===== config.mk =====
export PLATFORM = sky130hd
export DESIGN_NAME = quaternion_rotation_unit
export DESIGN_NICKNAME = d
export VERILOG_FILES = /design/src/sv/qru_pkg.sv /design/src/sv/quaternion_rotation_unit.sv
export SDC_FILE = /design/constraint.sdc
export NUM_CORES = 2
export LEC_CHECK = 0
export CORE_MARGIN = 4
export CORE_UTILIZATION = 35
export DETAILED_ROUTE_END_ITERATION = 8
export DONT_BUFFER_PORTS = 1
export SYNTH_ARGS = -nofsm -noshare
export SYNTH_HDL_FRONTEND = slang
export SYNTH_SLANG_ARGS = --single-unit

===== constraint.sdc =====
create_clock -name aclk -period 11.95 [get_ports aclk]
set_clock_uncertainty 0.15 [all_clocks]
set_input_delay 0 -clock aclk [delete_from_list [all_inputs] [get_ports aclk]]
set_output_delay 0 -clock aclk [all_outputs]
set_load 0.005 [all_outputs]

===== src/sv/qru_pkg.sv =====
// Package for the quaternion rotation unit: value limits, microcode word type,
// operand bank and entry point codes, and the microcode ROM itself.
// No dependencies; imported by quaternion_rotation_unit.
package qru_pkg;

    localparam int VAL_W = 24;
    localparam int PROD_W = 2 * VAL_W;
    // Four truncated products, one of them doubled, fit in PROD_W + 3 bits.
    localparam int ACC_W = PROD_W + 4;
    localparam int MATRIX_DIM = 4;

    localparam logic signed [VAL_W-1:0] VAL_MAX = 24'sh7fffff;
    localparam logic signed [VAL_W-1:0] VAL_MIN = 24'sh800000;

    // Operation codes on s_func.
    localparam logic [2:0] FN_LOAD   = 3'd0;
    localparam logic [2:0] FN_IDENT  = 3'd1;
    localparam logic [2:0] FN_MUL    = 3'd2;
    localparam logic [2:0] FN_CONJ   = 3'd3;
    localparam logic [2:0] FN_ROT    = 3'd4;
    localparam logic [2:0] FN_MATRIX = 3'd5;

    // Operand banks.
    localparam logic [2:0] BK_Q    = 3'd0;
    localparam logic [2:0] BK_B    = 3'd1;
    localparam logic [2:0] BK_R    = 3'd2;
    localparam logic [2:0] BK_T    = 3'd3;
    localparam logic [2:0] BK_ZERO = 3'd4;
    localparam logic [2:0] BK_ONE  = 3'd5;

    // Component indexes within a bank.
    localparam logic [1:0] IW = 2'd0;
    localparam logic [1:0] IX = 2'd1;
    localparam logic [1:0] IY = 2'd2;
    localparam logic [1:0] IZ = 2'd3;

    // Write-back destinations.
    localparam logic DST_R = 1'b0;
    localparam logic DST_T = 1'b1;

    localparam int PC_W = 7;
    localparam int PROG_LEN = 125;

    localparam logic [PC_W-1:0] EP_LOAD   = 7'd0;
    localparam logic [PC_W-1:0] EP_IDENT  = 7'd7;
    localparam logic [PC_W-1:0] EP_CONJ   = 7'd14;
    localparam logic [PC_W-1:0] EP_MUL    = 7'd21;
    localparam logic [PC_W-1:0] EP_ROT    = 7'd40;
    localparam logic [PC_W-1:0] EP_MATRIX = 7'd79;

    typedef struct packed {
        logic       act;      // step feeds a term into the multiply/accumulate path
        logic [2:0] a_bank;
        logic [1:0] a_idx;
        logic [2:0] b_bank;
        logic [1:0] b_idx;
        logic       mul;      // 1: truncated product, 0: pass operand a
        logic       first;    // term starts a new sum
        logic       neg;
        logic       dbl;
        logic       wr;       // saturated sum is written back after this term
        logic       dst_t;
        logic [1:0] dst_idx;
        logic       emit;     // copy R to the output register
        logic       commit;   // copy R to the stored quaternion
        logic       last;
        logic       done;     // program ends after this step
    } uword_t;

    typedef struct packed {
        logic       valid;
        logic       mul;
        logic       first;
        logic       neg;
        logic       dbl;
        logic       wr;
        logic       dst_t;
        logic [1:0] dst_idx;
    } term_ctl_t;

    typedef struct packed {
        logic       wr;
        logic       dst_t;
        logic [1:0] dst_idx;
    } wb_ctl_t;

    function automatic uword_t op_nop();
        uword_t u;
        u = '0;
        return u;
    endfunction

    function automatic uword_t op_mul(input logic [2:0] ab, input logic [1:0] ai,
                                      input logic [2:0] bb, input logic [1:0] bi,
                                      input logic fst, input logic ng, input logic db,
                                      input logic w, input logic dt, input logic [1:0] di);
        uword_t u;
        u = '0;
        u.act = 1'b1;
        u.a_bank = ab;
        u.a_idx = ai;
        u.b_bank = bb;
        u.b_idx = bi;
        u.mul = 1'b1;
        u.first = fst;
        u.neg = ng;
        u.dbl = db;
        u.wr = w;
        u.dst_t = dt;
        u.dst_idx = di;
        return u;
    endfunction

    function automatic uword_t op_pass(input logic [2:0] ab, input logic [1:0] ai,
                                       input logic ng, input logic dt, input logic [1:0] di);
        uword_t u;
        u = '0;
        u.act = 1'b1;
        u.a_bank = ab;
        u.a_idx = ai;
        u.first = 1'b1;
        u.neg = ng;
        u.wr = 1'b1;
        u.dst_t = dt;
        u.dst_idx = di;
        return u;
    endfunction

    function automatic uword_t op_emit(input logic cm, input logic lst, input logic dn);
        uword_t u;
        u = '0;
        u.emit = 1'b1;
        u.commit = cm;
        u.last = lst;
        u.done = dn;
        return u;
    endfunction

    function automatic uword_t op_end();
        uword_t u;
        u = '0;
        u.done = 1'b1;
        return u;
    endfunction

    // Microcode ROM. Two empty steps follow every group of writes so that the
    // written values have landed before the next step reads them.
    function automatic uword_t ucode(input logic [PC_W-1:0] pc);
        uword_t u;
        case (pc)
            // Load: R = B, then commit.
            7'd0:   u = op_pass(BK_B, IW, 1'b0, DST_R, IW);
            7'd1:   u = op_pass(BK_B, IX, 1'b0, DST_R, IX);
            7'd2:   u = op_pass(BK_B, IY, 1'b0, DST_R, IY);
            7'd3:   u = op_pass(BK_B, IZ, 1'b0, DST_R, IZ);
            7'd4:   u = op_nop();
            7'd5:   u = op_nop();
            7'd6:   u = op_emit(1'b1, 1'b1, 1'b1);
            // Identity.
            7'd7:   u = op_pass(BK_ONE, IW, 1'b0, DST_R, IW);
            7'd8:   u = op_pass(BK_ZERO, IW, 1'b0, DST_R, IX);
            7'd9:   u = op_pass(BK_ZERO, IW, 1'b0, DST_R, IY);
            7'd10:  u = op_pass(BK_ZERO, IW, 1'b0, DST_R, IZ);
            7'd11:  u = op_nop();
            7'd12:  u = op_nop();
            7'd13:  u = op_emit(1'b1, 1'b1, 1'b1);
            // Conjugate.
            7'd14:  u = op_pass(BK_Q, IW, 1'b0, DST_R, IW);
            7'd15:  u = op_pass(BK_Q, IX, 1'b1, DST_R, IX);
            7'd16:  u = op_pass(BK_Q, IY, 1'b1, DST_R, IY);
            7'd17:  u = op_pass(BK_Q, IZ, 1'b1, DST_R, IZ);
            7'd18:  u = op_nop();
            7'd19:  u = op_nop();
            7'd20:  u = op_emit(1'b1, 1'b1, 1'b1);
            // Multiply: R = Q * B.
            7'd21:  u = op_mul(BK_Q, IW, BK_B, IW, 1'b1, 1'b0, 1'b0, 1'b0, DST_R, IW);
            7'd22:  u = op_mul(BK_Q, IX, BK_B, IX, 1'b0, 1'b1, 1'b0, 1'b0, DST_R, IW);
            7'd23:  u = op_mul(BK_Q, IY, BK_B, IY, 1'b0, 1'b1, 1'b0, 1'b0, DST_R, IW);
            7'd24:  u = op_mul(BK_Q, IZ, BK_B, IZ, 1'b0, 1'b1, 1'b0, 1'b1, DST_R, IW);
            7'd25:  u = op_mul(BK_Q, IW, BK_B, IX, 1'b1, 1'b0, 1'b0, 1'b0, DST_R, IX);
            7'd26:  u = op_mul(BK_Q, IX, BK_B, IW, 1'b0, 1'b0, 1'b0, 1'b0, DST_R, IX);
            7'd27:  u = op_mul(BK_Q, IY, BK_B, IZ, 1'b0, 1'b0, 1'b0, 1'b0, DST_R, IX);
            7'd28:  u = op_mul(BK_Q, IZ, BK_B, IY, 1'b0, 1'b1, 1'b0, 1'b1, DST_R, IX);
            7'd29:  u = op_mul(BK_Q, IW, BK_B, IY, 1'b1, 1'b0, 1'b0, 1'b0, DST_R, IY);
            7'd30:  u = op_mul(BK_Q, IY, BK_B, IW, 1'b0, 1'b0, 1'b0, 1'b0, DST_R, IY);
            7'd31:  u = op_mul(BK_Q, IZ, BK_B, IX, 1'b0, 1'b0, 1'b0, 1'b0, DST_R, IY);
            7'd32:  u = op_mul(BK_Q, IX, BK_B, IZ, 1'b0, 1'b1, 1'b0, 1'b1, DST_R, IY);
            7'd33:  u = op_mul(BK_Q, IW, BK_B, IZ, 1'b1, 1'b0, 1'b0, 1'b0, DST_R, IZ);
            7'd34:  u = op_mul(BK_Q, IZ, BK_B, IW, 1'b0, 1'b0, 1'b0, 1'b0, DST_R, IZ);
            7'd35:  u = op_mul(BK_Q, IX, BK_B, IY, 1'b0, 1'b0, 1'b0, 1'b0, DST_R, IZ);
            7'd36:  u = op_mul(BK_Q, IY, BK_B, IX, 1'b0, 1'b1, 1'b0, 1'b1, DST_R, IZ);
            7'd37:  u = op_nop();
            7'd38:  u = op_nop();
            7'd39:  u = op_emit(1'b1, 1'b1, 1'b1);
            // Rotate: R = conj(Q), T = R * (0, v), R = T * Q stored as (x, y, z, w).
            7'd40:  u = op_pass(BK_Q, IW, 1'b0, DST_R, IW);
            7'd41:  u = op_pass(BK_Q, IX, 1'b1, DST_R, IX);
            7'd42:  u = op_pass(BK_Q, IY, 1'b1, DST_R, IY);
            7'd43:  u = op_pass(BK_Q, IZ, 1'b1, DST_R, IZ);
            7'd44:  u = op_nop();
            7'd45:  u = op_nop();
            // Terms with the zero scalar of the vector are exactly zero and skipped.
            7'd46:  u = op_mul(BK_R, IX, BK_B, IX, 1'b1, 1'b1, 1'b0, 1'b0, DST_T, IW);
            7'd47:  u = op_mul(BK_R, IY, BK_B, IY, 1'b0, 1'b1, 1'b0, 1'b0, DST_T, IW);
            7'd48:  u = op_mul(BK_R, IZ, BK_B, IZ, 1'b0, 1'b1, 1'b0, 1'b1, DST_T, IW);
            7'd49:  u = op_mul(BK_R, IW, BK_B, IX, 1'b1, 1'b0, 1'b0, 1'b0, DST_T, IX);
            7'd50:  u = op_mul(BK_R, IY, BK_B, IZ, 1'b0, 1'b0, 1'b0, 1'b0, DST_T, IX);
            7'd51:  u = op_mul(BK_R, IZ, BK_B, IY, 1'b0, 1'b1, 1'b0, 1'b1, DST_T, IX);
            7'd52:  u = op_mul(BK_R, IW, BK_B, IY, 1'b1, 1'b0, 1'b0, 1'b0, DST_T, IY);
            7'd53:  u = op_mul(BK_R, IZ, BK_B, IX, 1'b0, 1'b0, 1'b0, 1'b0, DST_T, IY);
            7'd54:  u = op_mul(BK_R, IX, BK_B, IZ, 1'b0, 1'b1, 1'b0, 1'b1, DST_T, IY);
            7'd55:  u = op_mul(BK_R, IW, BK_B, IZ, 1'b1, 1'b0, 1'b0, 1'b0, DST_T, IZ);
            7'd56:  u = op_mul(BK_R, IX, BK_B, IY, 1'b0, 1'b0, 1'b0, 1'b0, DST_T, IZ);
            7'd57:  u = op_mul(BK_R, IY, BK_B, IX, 1'b0, 1'b1, 1'b0, 1'b1, DST_T, IZ);
            7'd58:  u = op_nop();
            7'd59:  u = op_nop();
            7'd60:  u = op_mul(BK_T, IW, BK_Q, IW, 1'b1, 1'b0, 1'b0, 1'b0, DST_R, IZ);
            7'd61:  u = op_mul(BK_T, IX, BK_Q, IX, 1'b0, 1'b1, 1'b0, 1'b0, DST_R, IZ);
            7'd62:  u = op_mul(BK_T, IY, BK_Q, IY, 1'b0, 1'b1, 1'b0, 1'b0, DST_R, IZ);
            7'd63:  u = op_mul(BK_T, IZ, BK_Q, IZ, 1'b0, 1'b1, 1'b0, 1'b1, DST_R, IZ);
            7'd64:  u = op_mul(BK_T, IW, BK_Q, IX, 1'b1, 1'b0, 1'b0, 1'b0, DST_R, IW);
            7'd65:  u = op_mul(BK_T, IX, BK_Q, IW, 1'b0, 1'b0, 1'b0, 1'b0, DST_R, IW);
            7'd66:  u = op_mul(BK_T, IY, BK_Q, IZ, 1'b0, 1'b0, 1'b0, 1'b0, DST_R, IW);
            7'd67:  u = op_mul(BK_T, IZ, BK_Q, IY, 1'b0, 1'b1, 1'b0, 1'b1, DST_R, IW);
            7'd68:  u = op_mul(BK_T, IW, BK_Q, IY, 1'b1, 1'b0, 1'b0, 1'b0, DST_R, IX);
            7'd69:  u = op_mul(BK_T, IY, BK_Q, IW, 1'b0, 1'b0, 1'b0, 1'b0, DST_R, IX);
            7'd70:  u = op_mul(BK_T, IZ, BK_Q, IX, 1'b0, 1'b0, 1'b0, 1'b0, DST_R, IX);
            7'd71:  u = op_mul(BK_T, IX, BK_Q, IZ, 1'b0, 1'b1, 1'b0, 1'b1, DST_R, IX);
            7'd72:  u = op_mul(BK_T, IW, BK_Q, IZ, 1'b1, 1'b0, 1'b0, 1'b0, DST_R, IY);
            7'd73:  u = op_mul(BK_T, IZ, BK_Q, IW, 1'b0, 1'b0, 1'b0, 1'b0, DST_R, IY);
            7'd74:  u = op_mul(BK_T, IX, BK_Q, IY, 1'b0, 1'b0, 1'b0, 1'b0, DST_R, IY);
            7'd75:  u = op_mul(BK_T, IY, BK_Q, IX, 1'b0, 1'b1, 1'b0, 1'b1, DST_R, IY);
            7'd76:  u = op_nop();
            7'd77:  u = op_nop();
            7'd78:  u = op_emit(1'b0, 1'b1, 1'b1);
            // To matrix, row 0.
            7'd79:  u = op_mul(BK_Q, IW, BK_Q, IW, 1'b1, 1'b0, 1'b0, 1'b0, DST_R, IW);
            7'd80:  u = op_mul(BK_Q, IX, BK_Q, IX, 1'b0, 1'b0, 1'b0, 1'b0, DST_R, IW);
            7'd81:  u = op_mul(BK_Q, IY, BK_Q, IY, 1'b0, 1'b1, 1'b0, 1'b0, DST_R, IW);
            7'd82:  u = op_mul(BK_Q, IZ, BK_Q, IZ, 1'b0, 1'b1, 1'b0, 1'b1, DST_R, IW);
            7'd83:  u = op_mul(BK_Q, IX, BK_Q, IY, 1'b1, 1'b0, 1'b1, 1'b0, DST_R, IX);
            7'd84:  u = op_mul(BK_Q, IW, BK_Q, IZ, 1'b0, 1'b1, 1'b1, 1'b1, DST_R, IX);
            7'd85:  u = op_mul(BK_Q, IZ, BK_Q, IX, 1'b1, 1'b0, 1'b1, 1'b0, DST_R, IY);
            7'd86:  u = op_mul(BK_Q, IW, BK_Q, IY, 1'b0, 1'b0, 1'b1, 1'b1, DST_R, IY);
            7'd87:  u = op_pass(BK_ZERO, IW, 1'b0, DST_R, IZ);
            7'd88:  u = op_nop();
            7'd89:  u = op_nop();
            7'd90:  u = op_emit(1'b0, 1'b0, 1'b0);
            // Row 1.
            7'd91:  u = op_mul(BK_Q, IX, BK_Q, IY, 1'b1, 1'b0, 1'b1, 1'b0, DST_R, IW);
            7'd92:  u = op_mul(BK_Q, IW, BK_Q, IZ, 1'b0, 1'b0, 1'b1, 1'b1, DST_R, IW);
            7'd93:  u = op_mul(BK_Q, IW, BK_Q, IW, 1'b1, 1'b0, 1'b0, 1'b0, DST_R, IX);
            7'd94:  u = op_mul(BK_Q, IX, BK_Q, IX, 1'b0, 1'b1, 1'b0, 1'b0, DST_R, IX);
            7'd95:  u = op_mul(BK_Q, IY, BK_Q, IY, 1'b0, 1'b0, 1'b0, 1'b0, DST_R, IX);
            7'd96:  u = op_mul(BK_Q, IZ, BK_Q, IZ, 1'b0, 1'b1, 1'b0, 1'b1, DST_R, IX);
            7'd97:  u = op_mul(BK_Q, IY, BK_Q, IZ, 1'b1, 1'b0, 1'b1, 1'b0, DST_R, IY);
            7'd98:  u = op_mul(BK_Q, IW, BK_Q, IX, 1'b0, 1'b1, 1'b1, 1'b1, DST_R, IY);
            7'd99:  u = op_pass(BK_ZERO, IW, 1'b0, DST_R, IZ);
            7'd100: u = op_nop();
            7'd101: u = op_nop();
            7'd102: u = op_emit(1'b0, 1'b0, 1'b0);
            // Row 2.
            7'd103: u = op_mul(BK_Q, IZ, BK_Q, IX, 1'b1, 1'b0, 1'b1, 1'b0, DST_R, IW);
            7'd104: u = op_mul(BK_Q, IW, BK_Q, IY, 1'b0, 1'b1, 1'b1, 1'b1, DST_R, IW);
            7'd105: u = op_mul(BK_Q, IY, BK_Q, IZ, 1'b1, 1'b0, 1'b1, 1'b0, DST_R, IX);
            7'd106: u = op_mul(BK_Q, IW, BK_Q, IX, 1'b0, 1'b0, 1'b1, 1'b1, DST_R, IX);
            7'd107: u = op_mul(BK_Q, IW, BK_Q, IW, 1'b1, 1'b0, 1'b0, 1'b0, DST_R, IY);
            7'd108: u = op_mul(BK_Q, IX, BK_Q, IX, 1'b0, 1'b1, 1'b0, 1'b0, DST_R, IY);
            7'd109: u = op_mul(BK_Q, IY, BK_Q, IY, 1'b0, 1'b1, 1'b0, 1'b0, DST_R, IY);
            7'd110: u = op_mul(BK_Q, IZ, BK_Q, IZ, 1'b0, 1'b0, 1'b0, 1'b1, DST_R, IY);
            7'd111: u = op_pass(BK_ZERO, IW, 1'b0, DST_R, IZ);
            7'd112: u = op_nop();
            7'd113: u = op_nop();
            7'd114: u = op_emit(1'b0, 1'b0, 1'b0);
            // Row 3.
            7'd115: u = op_pass(BK_ZERO, IW, 1'b0, DST_R, IW);
            7'd116: u = op_pass(BK_ZERO, IW, 1'b0, DST_R, IX);
            7'd117: u = op_pass(BK_ZERO, IW, 1'b0, DST_R, IY);
            7'd118: u = op_mul(BK_Q, IW, BK_Q, IW, 1'b1, 1'b0, 1'b0, 1'b0, DST_R, IZ);
            7'd119: u = op_mul(BK_Q, IX, BK_Q, IX, 1'b0, 1'b0, 1'b0, 1'b0, DST_R, IZ);
            7'd120: u = op_mul(BK_Q, IY, BK_Q, IY, 1'b0, 1'b0, 1'b0, 1'b0, DST_R, IZ);
            7'd121: u = op_mul(BK_Q, IZ, BK_Q, IZ, 1'b0, 1'b0, 1'b0, 1'b1, DST_R, IZ);
            7'd122: u = op_nop();
            7'd123: u = op_nop();
            7'd124: u = op_emit(1'b0, 1'b1, 1'b1);
            default: u = op_end();
        endcase
        return u;
    endfunction

    function automatic logic [PC_W-1:0] entry_point(input logic [2:0] fn);
        logic [PC_W-1:0] ep;
        case (fn)
            FN_LOAD:   ep = EP_LOAD;
            FN_IDENT:  ep = EP_IDENT;
            FN_MUL:    ep = EP_MUL;
            FN_CONJ:   ep = EP_CONJ;
            FN_ROT:    ep = EP_ROT;
            FN_MATRIX: ep = EP_MATRIX;
            default:   ep = EP_LOAD;
        endcase
        return ep;
    endfunction

endpackage


===== src/sv/quaternion_rotation_unit.sv =====
// Quaternion rotation unit: microcode sequencer, operand register banks,
// shared multiplier and saturating accumulator. Depends on qru_pkg.
//
// Usage: one item on the s_ channel carries an operation code (s_func) and a
// quaternion or vector operand. Load, identity, multiply and conjugate replace
// the stored orientation and return the new value in one transfer. Rotate
// returns conj(q) * v * q as (x, y, z, w) in one transfer. To-matrix returns
// the four rows of the rotation matrix in four transfers. m_last marks the
// final transfer of an operation. Codes 6 and 7 are taken and ignored.
// Timing: the sequencer runs one microcode step per cycle while no emit step
// waits for the output register, and every product goes through the one
// 24x24 multiplier. An operation's program holds 7 steps (load, identity,
// conjugate), 19 (multiply), 39 (rotate, twelve plus sixteen products) or 46
// (matrix) up to its last transfer; s_ready is low while it runs and returns
// high in the same cycle as the final result appears in the output register.
// A stalled receiver holds the sequencer on its emit step; the output register
// frees the block once the last transfer is loaded. Reset clears the sequencer
// and output valid and sets the stored quaternion to identity.
module quaternion_rotation_unit
    import qru_pkg::*;
#(
    parameter int FRAC_BITS = 16
) (
    input  logic                    aclk,
    input  logic                    aresetn,
    input  logic                    s_valid,
    output logic                    s_ready,
    input  logic [2:0]              s_func,
    input  logic signed [VAL_W-1:0] s_in_w,
    input  logic signed [VAL_W-1:0] s_in_x,
    input  logic signed [VAL_W-1:0] s_in_y,
    input  logic signed [VAL_W-1:0] s_in_z,
    output logic                    m_valid,
    input  logic                    m_ready,
    output logic signed [VAL_W-1:0] m_col0,
    output logic signed [VAL_W-1:0] m_col1,
    output logic signed [VAL_W-1:0] m_col2,
    output logic signed [VAL_W-1:0] m_col3,
    output logic                    m_last
);

    // 1.0 saturates once FRAC_BITS leaves no integer bit for it.
    localparam logic signed [VAL_W-1:0] ONE_VAL =
        (FRAC_BITS >= VAL_W - 1) ? VAL_MAX : VAL_W'(2 ** FRAC_BITS);
    localparam logic signed [ACC_W-1:0] ACC_MAX = ACC_W'(VAL_MAX);
    localparam logic signed [ACC_W-1:0] ACC_MIN = ACC_W'(VAL_MIN);

    // Sequencer state.
    logic                  busy_reg;
    logic [PC_W-1:0]       pc_reg;
    uword_t                uw;
    logic                  s_accept;
    logic                  out_free;
    logic                  issue;

    // Operand banks: stored quaternion, input operand, result and temporary.
    logic signed [VAL_W-1:0] q_reg [4];
    logic signed [VAL_W-1:0] b_reg [4];
    logic signed [VAL_W-1:0] r_reg [4];
    logic signed [VAL_W-1:0] t_reg [4];

    // Datapath pipeline.
    logic signed [VAL_W-1:0]  opa;
    logic signed [VAL_W-1:0]  opb;
    logic signed [PROD_W-1:0] prod_reg;
    logic signed [VAL_W-1:0]  pass_reg;
    term_ctl_t                c1_reg;
    term_ctl_t                c1_next;
    logic signed [ACC_W-1:0]  acc_reg;
    logic signed [ACC_W-1:0]  acc_next;
    logic signed [ACC_W-1:0]  term_raw;
    logic signed [ACC_W-1:0]  term_sh;
    logic signed [ACC_W-1:0]  term;
    wb_ctl_t                  c2_reg;
    logic signed [VAL_W-1:0]  wb_val;

    // Output register.
    logic                    m_valid_reg;
    logic                    m_last_reg;
    logic signed [VAL_W-1:0] m_col_reg [4];

    assign uw       = ucode(pc_reg);
    assign s_ready  = !busy_reg;
    assign s_accept = s_valid && s_ready;
    assign out_free = !m_valid_reg || m_ready;
    // An emit step waits until the output register can take the result.
    assign issue    = busy_reg && (!uw.emit || out_free);

    // Operand selection for the shared multiplier.
    always_comb begin
        case (uw.a_bank)
            BK_Q:    opa = q_reg[uw.a_idx];
            BK_B:    opa = b_reg[uw.a_idx];
            BK_R:    opa = r_reg[uw.a_idx];
            BK_T:    opa = t_reg[uw.a_idx];
            BK_ONE:  opa = ONE_VAL;
            default: opa = '0;
        endcase
        case (uw.b_bank)
            BK_Q:    opb = q_reg[uw.b_idx];
            BK_B:    opb = b_reg[uw.b_idx];
            BK_R:    opb = r_reg[uw.b_idx];
            BK_T:    opb = t_reg[uw.b_idx];
            BK_ONE:  opb = ONE_VAL;
            default: opb = '0;
        endcase
    end

    always_comb begin
        c1_next         = '0;
        c1_next.valid   = issue && uw.act;
        c1_next.mul     = uw.mul;
        c1_next.first   = uw.first;
        c1_next.neg     = uw.neg;
        c1_next.dbl     = uw.dbl;
        c1_next.wr      = uw.wr;
        c1_next.dst_t   = uw.dst_t;
        c1_next.dst_idx = uw.dst_idx;
    end

    // Products are floored by an arithmetic shift; a passed operand enters as is.
    assign term_raw = c1_reg.mul ? ACC_W'(prod_reg >>> FRAC_BITS) : ACC_W'(pass_reg);
    assign term_sh  = c1_reg.dbl ? (term_raw <<< 1) : term_raw;
    assign term     = c1_reg.neg ? -term_sh : term_sh;
    assign acc_next = c1_reg.first ? term : acc_reg + term;

    always_comb begin
        if (acc_reg > ACC_MAX) begin
            wb_val = VAL_MAX;
        end else if (acc_reg < ACC_MIN) begin
            wb_val = VAL_MIN;
        end else begin
            wb_val = acc_reg[VAL_W-1:0];
        end
    end

    // Sequencer.
    always_ff @(posedge aclk) begin
        if (!aresetn) begin
            busy_reg <= 1'b0;
            pc_reg   <= '0;
        end else if (s_accept) begin
            busy_reg <= s_func inside {[FN_LOAD:FN_MATRIX]};
            pc_reg   <= entry_point(s_func);
        end else if (issue) begin
            if (uw.done) begin
                busy_reg <= 1'b0;
            end else begin
                pc_reg <= pc_reg + 1'b1;
            end
        end
    end

    // Pipeline control.
    always_ff @(posedge aclk) begin
        if (!aresetn) begin
            c1_reg <= '0;
            c2_reg <= '0;
        end else begin
            c1_reg         <= c1_next;
            c2_reg.wr      <= c1_reg.valid && c1_reg.wr;
            c2_reg.dst_t   <= c1_reg.dst_t;
            c2_reg.dst_idx <= c1_reg.dst_idx;
        end
    end

    // Datapath registers.
    always_ff @(posedge aclk) begin
        prod_reg <= PROD_W'(opa) * PROD_W'(opb);
        pass_reg <= opa;
        if (c1_reg.valid) begin
            acc_reg <= acc_next;
        end
        if (s_accept) begin
            b_reg[0] <= s_in_w;
            b_reg[1] <= s_in_x;
            b_reg[2] <= s_in_y;
            b_reg[3] <= s_in_z;
        end
        if (c2_reg.wr) begin
            if (c2_reg.dst_t) begin
                t_reg[c2_reg.dst_idx] <= wb_val;
            end else begin
                r_reg[c2_reg.dst_idx] <= wb_val;
            end
        end
        if (issue && uw.emit) begin
            m_col_reg <= r_reg;
            m_last_reg <= uw.last;
        end
    end

    // Stored orientation.
    always_ff @(posedge aclk) begin
        if (!aresetn) begin
            q_reg[0] <= ONE_VAL;
            q_reg[1] <= '0;
            q_reg[2] <= '0;
            q_reg[3] <= '0;
        end else if (issue && uw.commit) begin
            q_reg <= r_reg;
        end
    end

    // Output valid.
    always_ff @(posedge aclk) begin
        if (!aresetn) begin
            m_valid_reg <= 1'b0;
        end else if (issue && uw.emit) begin
            m_valid_reg <= 1'b1;
        end else if (m_ready) begin
            m_valid_reg <= 1'b0;
        end
    end

    assign m_valid = m_valid_reg;
    assign m_last  = m_last_reg;
    assign m_col0  = m_col_reg[0];
    assign m_col1  = m_col_reg[1];
    assign m_col2  = m_col_reg[2];
    assign m_col3  = m_col_reg[3];

    // The result bank must be settled when it is copied out.
    a_emit_drained: assert property (@(posedge aclk) disable iff (!aresetn)
        (busy_reg && uw.emit) |-> (!c1_reg.valid && !c2_reg.wr))
        else $error("emit step reached with write-back still in flight");

    // A final transfer ends the program.
    a_last_ends: assert property (@(posedge aclk) disable iff (!aresetn)
        (issue && uw.emit && uw.last) |=> !busy_reg)
        else $error("sequencer still busy after final result");

    // The block only reports ready with an empty datapath.
    a_idle_empty: assert property (@(posedge aclk) disable iff (!aresetn)
        s_ready |-> (!c1_reg.valid && !c2_reg.wr))
        else $error("ready while terms are still in the datapath");

    // The step counter stays inside the program while it runs.
    a_pc_range: assert property (@(posedge aclk) disable iff (!aresetn)
        busy_reg |-> (pc_reg < PC_W'(PROG_LEN)))
        else $error("step counter left the microcode program");

endmodule


==> flow_metrics.env <==
export IMPL_nNetsFinal=5756
export IMPL_gp_congestion=0.935
export IMPL_clk_latency_ns=0.67
export IMPL_layout_drive_gt1_share=0.0935
export IMPL_switchingPower_w=0.00291
export IMPL_die_h_um=388
export IMPL_fin_util=0.400
export IMPL_syn_avg_cell_area_um2=10.7
export IMPL_cts_tree="built"
export IMPL_cts_made_buffers=70
export IMPL_yosys_top_cells_area="edfxtp_1 (26%), fa_1 (24%), dfxtp_1 (7.7%)"
export IMPL_ctsResizeCount=0
export IMPL_syn2layout_area_growth_pct=13.4
export IMPL_end_kind="register"
export IMPL_drc=0
export IMPL_yosys_warnings=0
export IMPL_start_util=0.352
export IMPL_slew_headroom=0.123
export IMPL_post_cts_buffers=0
export IMPL_placed_area_um2=52900
export IMPL_status="finished clean"
export IMPL_dr_pass1_iters=6
export IMPL_die_w_um=388
export IMPL_power_share_switching=0.372
export IMPL_drv_slew=0
export IMPL_grt_util_all_layers=0.221
export IMPL_grt_antenna_before_repair=15
export IMPL_fmax_mhz=97.3
export IMPL_cellLeakagePower_nw=22.9
export IMPL_clk_pin_slew_worst_paths_ns=0.07
export IMPL_vias=37300
export IMPL_std_cell_rows=139
export IMPL_grt_overflow=0
export IMPL_pin_count=202
export IMPL_cp_max_fo=52
export IMPL_dieArea_um2=151000
export IMPL_combPwrFrac=0.359
export IMPL_synth_common_cells="nand2_1 (746), inv_1 (699), fa_1 (607)"
export IMPL_syn_cell_area_um2=50600
export IMPL_yosys_area_top_type="edfxtp_1"
export IMPL_setup_viol=0
export IMPL_synth_top_area_share=0.259
export IMPL_final_area_um2=57400
export IMPL_finalHoldViolations=0
export IMPL_synth_main_ff_cell="edfxtp_1"
export IMPL_crit_required_ns=12.35
export IMPL_ant_nets=0
export IMPL_clk_path_buf_depth=3
export IMPL_grt_pass1_wl_mm=252
export IMPL_viasPerCell=5.48
export IMPL_setup_tns_ns=0
export IMPL_synthCells=4729
export IMPL_grt_max_degree=103
export IMPL_rsz0062_at_grt="false"
export IMPL_cts_sinks=632
export IMPL_grt_pass1_vias=38100
export IMPL_postCtsHoldBufs=201
export IMPL_first_iter_violations=3735
export IMPL_seqPwrFrac=0.346
export IMPL_cts_htree_levels=3
export IMPL_worstPathArrival_ns=10.68
export IMPL_maxCapViolCount=0
export IMPL_yosysUniqueCellTypes=92
export IMPL_clockPowerShare=0.295
export IMPL_internal_power_w=0.00490
export IMPL_worst_slew_pin_slew_ns=1.32
export IMPL_clockRootBuffer="clkbuf_16"
export IMPL_drt_total_wl_mm=167
export IMPL_ys_seq_elements=632
export IMPL_finalWorstPathRequiredPeriod_ns=10.28
export IMPL_synth_most_common_cell="nand2_1"
export IMPL_core_area_um2=144000
export IMPL_worst_setup_path_start_kind="register"
export IMPL_dp_hpwl_mm=123
export IMPL_hold_class="input port to register"
export IMPL_path_class="register to register"
export IMPL_wl_per_cell_um=24.6
export IMPL_synth_async_reset_ratio=0
export IMPL_port_buffers=0
export IMPL_synth_edf_count=437
export IMPL_yosysSeqAreaShare=0.336
export IMPL_peakVddDrop_mv=0.139
export IMPL_fillers=13800
export IMPL_p_per_area_nw_per_um2=136
export IMPL_synth_nets=5641
export IMPL_period_share=0.860
-- worst paths after layout --
kind                                startpoint                     end  slack, ns  cells after the start
worst max-delay path            uw[18]$_DFF_P_    prod_reg[47]$_DFF_P_       1.67                     26
worst min-delay path                 s_func[0]  pc_reg[0]$_SDFFE_PN0P_       0.07                      6
worst max register to register  uw[18]$_DFF_P_    prod_reg[47]$_DFF_P_       1.67                     26
worst min register to register   uw[1]$_DFF_P_        m_last$_DFFE_PP_       0.25                      0
-- layout by cell type, fill, tap and decap left out, drive strengths merged, types with 24 or more instances in the layout --
cell type / count
a21o: 54
a21oi: 230
a22oi: 27
a31oi: 33
and2: 51
buf: 89
clkbuf: 90
clkinv: 32
dfxtp: 195
dlygate4sd3: 200
edfxtp: 437
fa: 607
ha: 202
inv: 706
mux2: 24
mux4: 167
nand2: 748
nand2b: 29
nand3: 41
nand4: 26
nor2: 276
nor3: 50
o21ai: 144
xnor2: 82
xor2: 37
-- kinds of logic (layout without fill, tap and decap cells) --
family | count (synthesis) | count (layout) | synth area share
AO/OA/AOI/OAI | 689 | 689 | 0.0858
XOR/XNOR | 119 | 119 | 0.0206
adder cells (fa/ha/maj) | 809 | 809 | 0.290
buffers and inverters | 951 | 1123 | 0.0711
flip-flops | 632 | 632 | 0.336
multiplexers | 211 | 211 | 0.0837
other | 0 | 9 | 0
AND/OR/NAND/NOR | 1318 | 1318 | 0.113
-- power by group through the flow --
stage               Combinational, W  Sequential (W)  Clock [W]
finish                       0.00281         0.00270    0.00230
global route                 0.00306         0.00271    0.00243
detailed placement           0.00270         0.00273          0
CTS                          0.00277         0.00269    0.00232
floorplan                    0.00190         0.00262          0
global placement             0.00267         0.00273          0
-- area by class of cell --
class	instances	area [µm²]	share of cell area
sequential	632	17000	0.297
clock buffer	90	1990	0.0347
multi-input combinational	3146	30100	0.525
timing repair buffer	289	2710	0.0472
tap	1903	2380	0.0415
antenna	9	22.5	0.000392
clock inverter	39	497	0.00865
inverter	705	2650	0.0462
-- metal layers --
layer | part of all wire | up-vias | GRT usage
li1 | - | 16000 | -
met5 | 0.00027 | - | 0
met2 | 0.46 | 1863 | 0.359
met3 | 0.10 | 346 | 0.0583
met1 | 0.39 | 19100 | 0.287
met4 | 0.041 | 6 | 0.0762
-- worst max-delay path, stage by stage (launching register included) --
cell and delay (ns):
dfxtp_4 0.85, buf_4 0.47, mux4_2 0.36, a22oi_1 0.76
nand2_1 0.73, nand2_1 0.29, fa_1 0.48, fa_1 0.52
fa_1 0.51, fa_1 0.51, inv_1 0.06, fa_1 0.49
fa_1 0.50, inv_1 0.05, fa_1 0.48, inv_1 0.04
ha_1 0.38, a21o_1 0.15, a21o_1 0.13, o21ai_0 0.09
a221o_1 0.37, o21a_1 0.24, o21ai_0 0.20, o211ai_1 0.39
o211a_1 0.38, o21a_1 0.19, a311o_1 0.32
-- stage by stage --
step	setup slack [ns]	hold WS, ns	total power, W	instances
detailed placement	1.80	-0.0595	0.00543	6474
global route	1.31	0.0800	0.00819	6805
CTS	1.81	0.0192	0.00778	6804
floorplan	2.96	-0.0511	0.00452	4729
global placement	1.88	-0.0647	0.00540	6474
finish	1.67	0.0724	0.00781	6813
(Power assumes the default switching activity.)
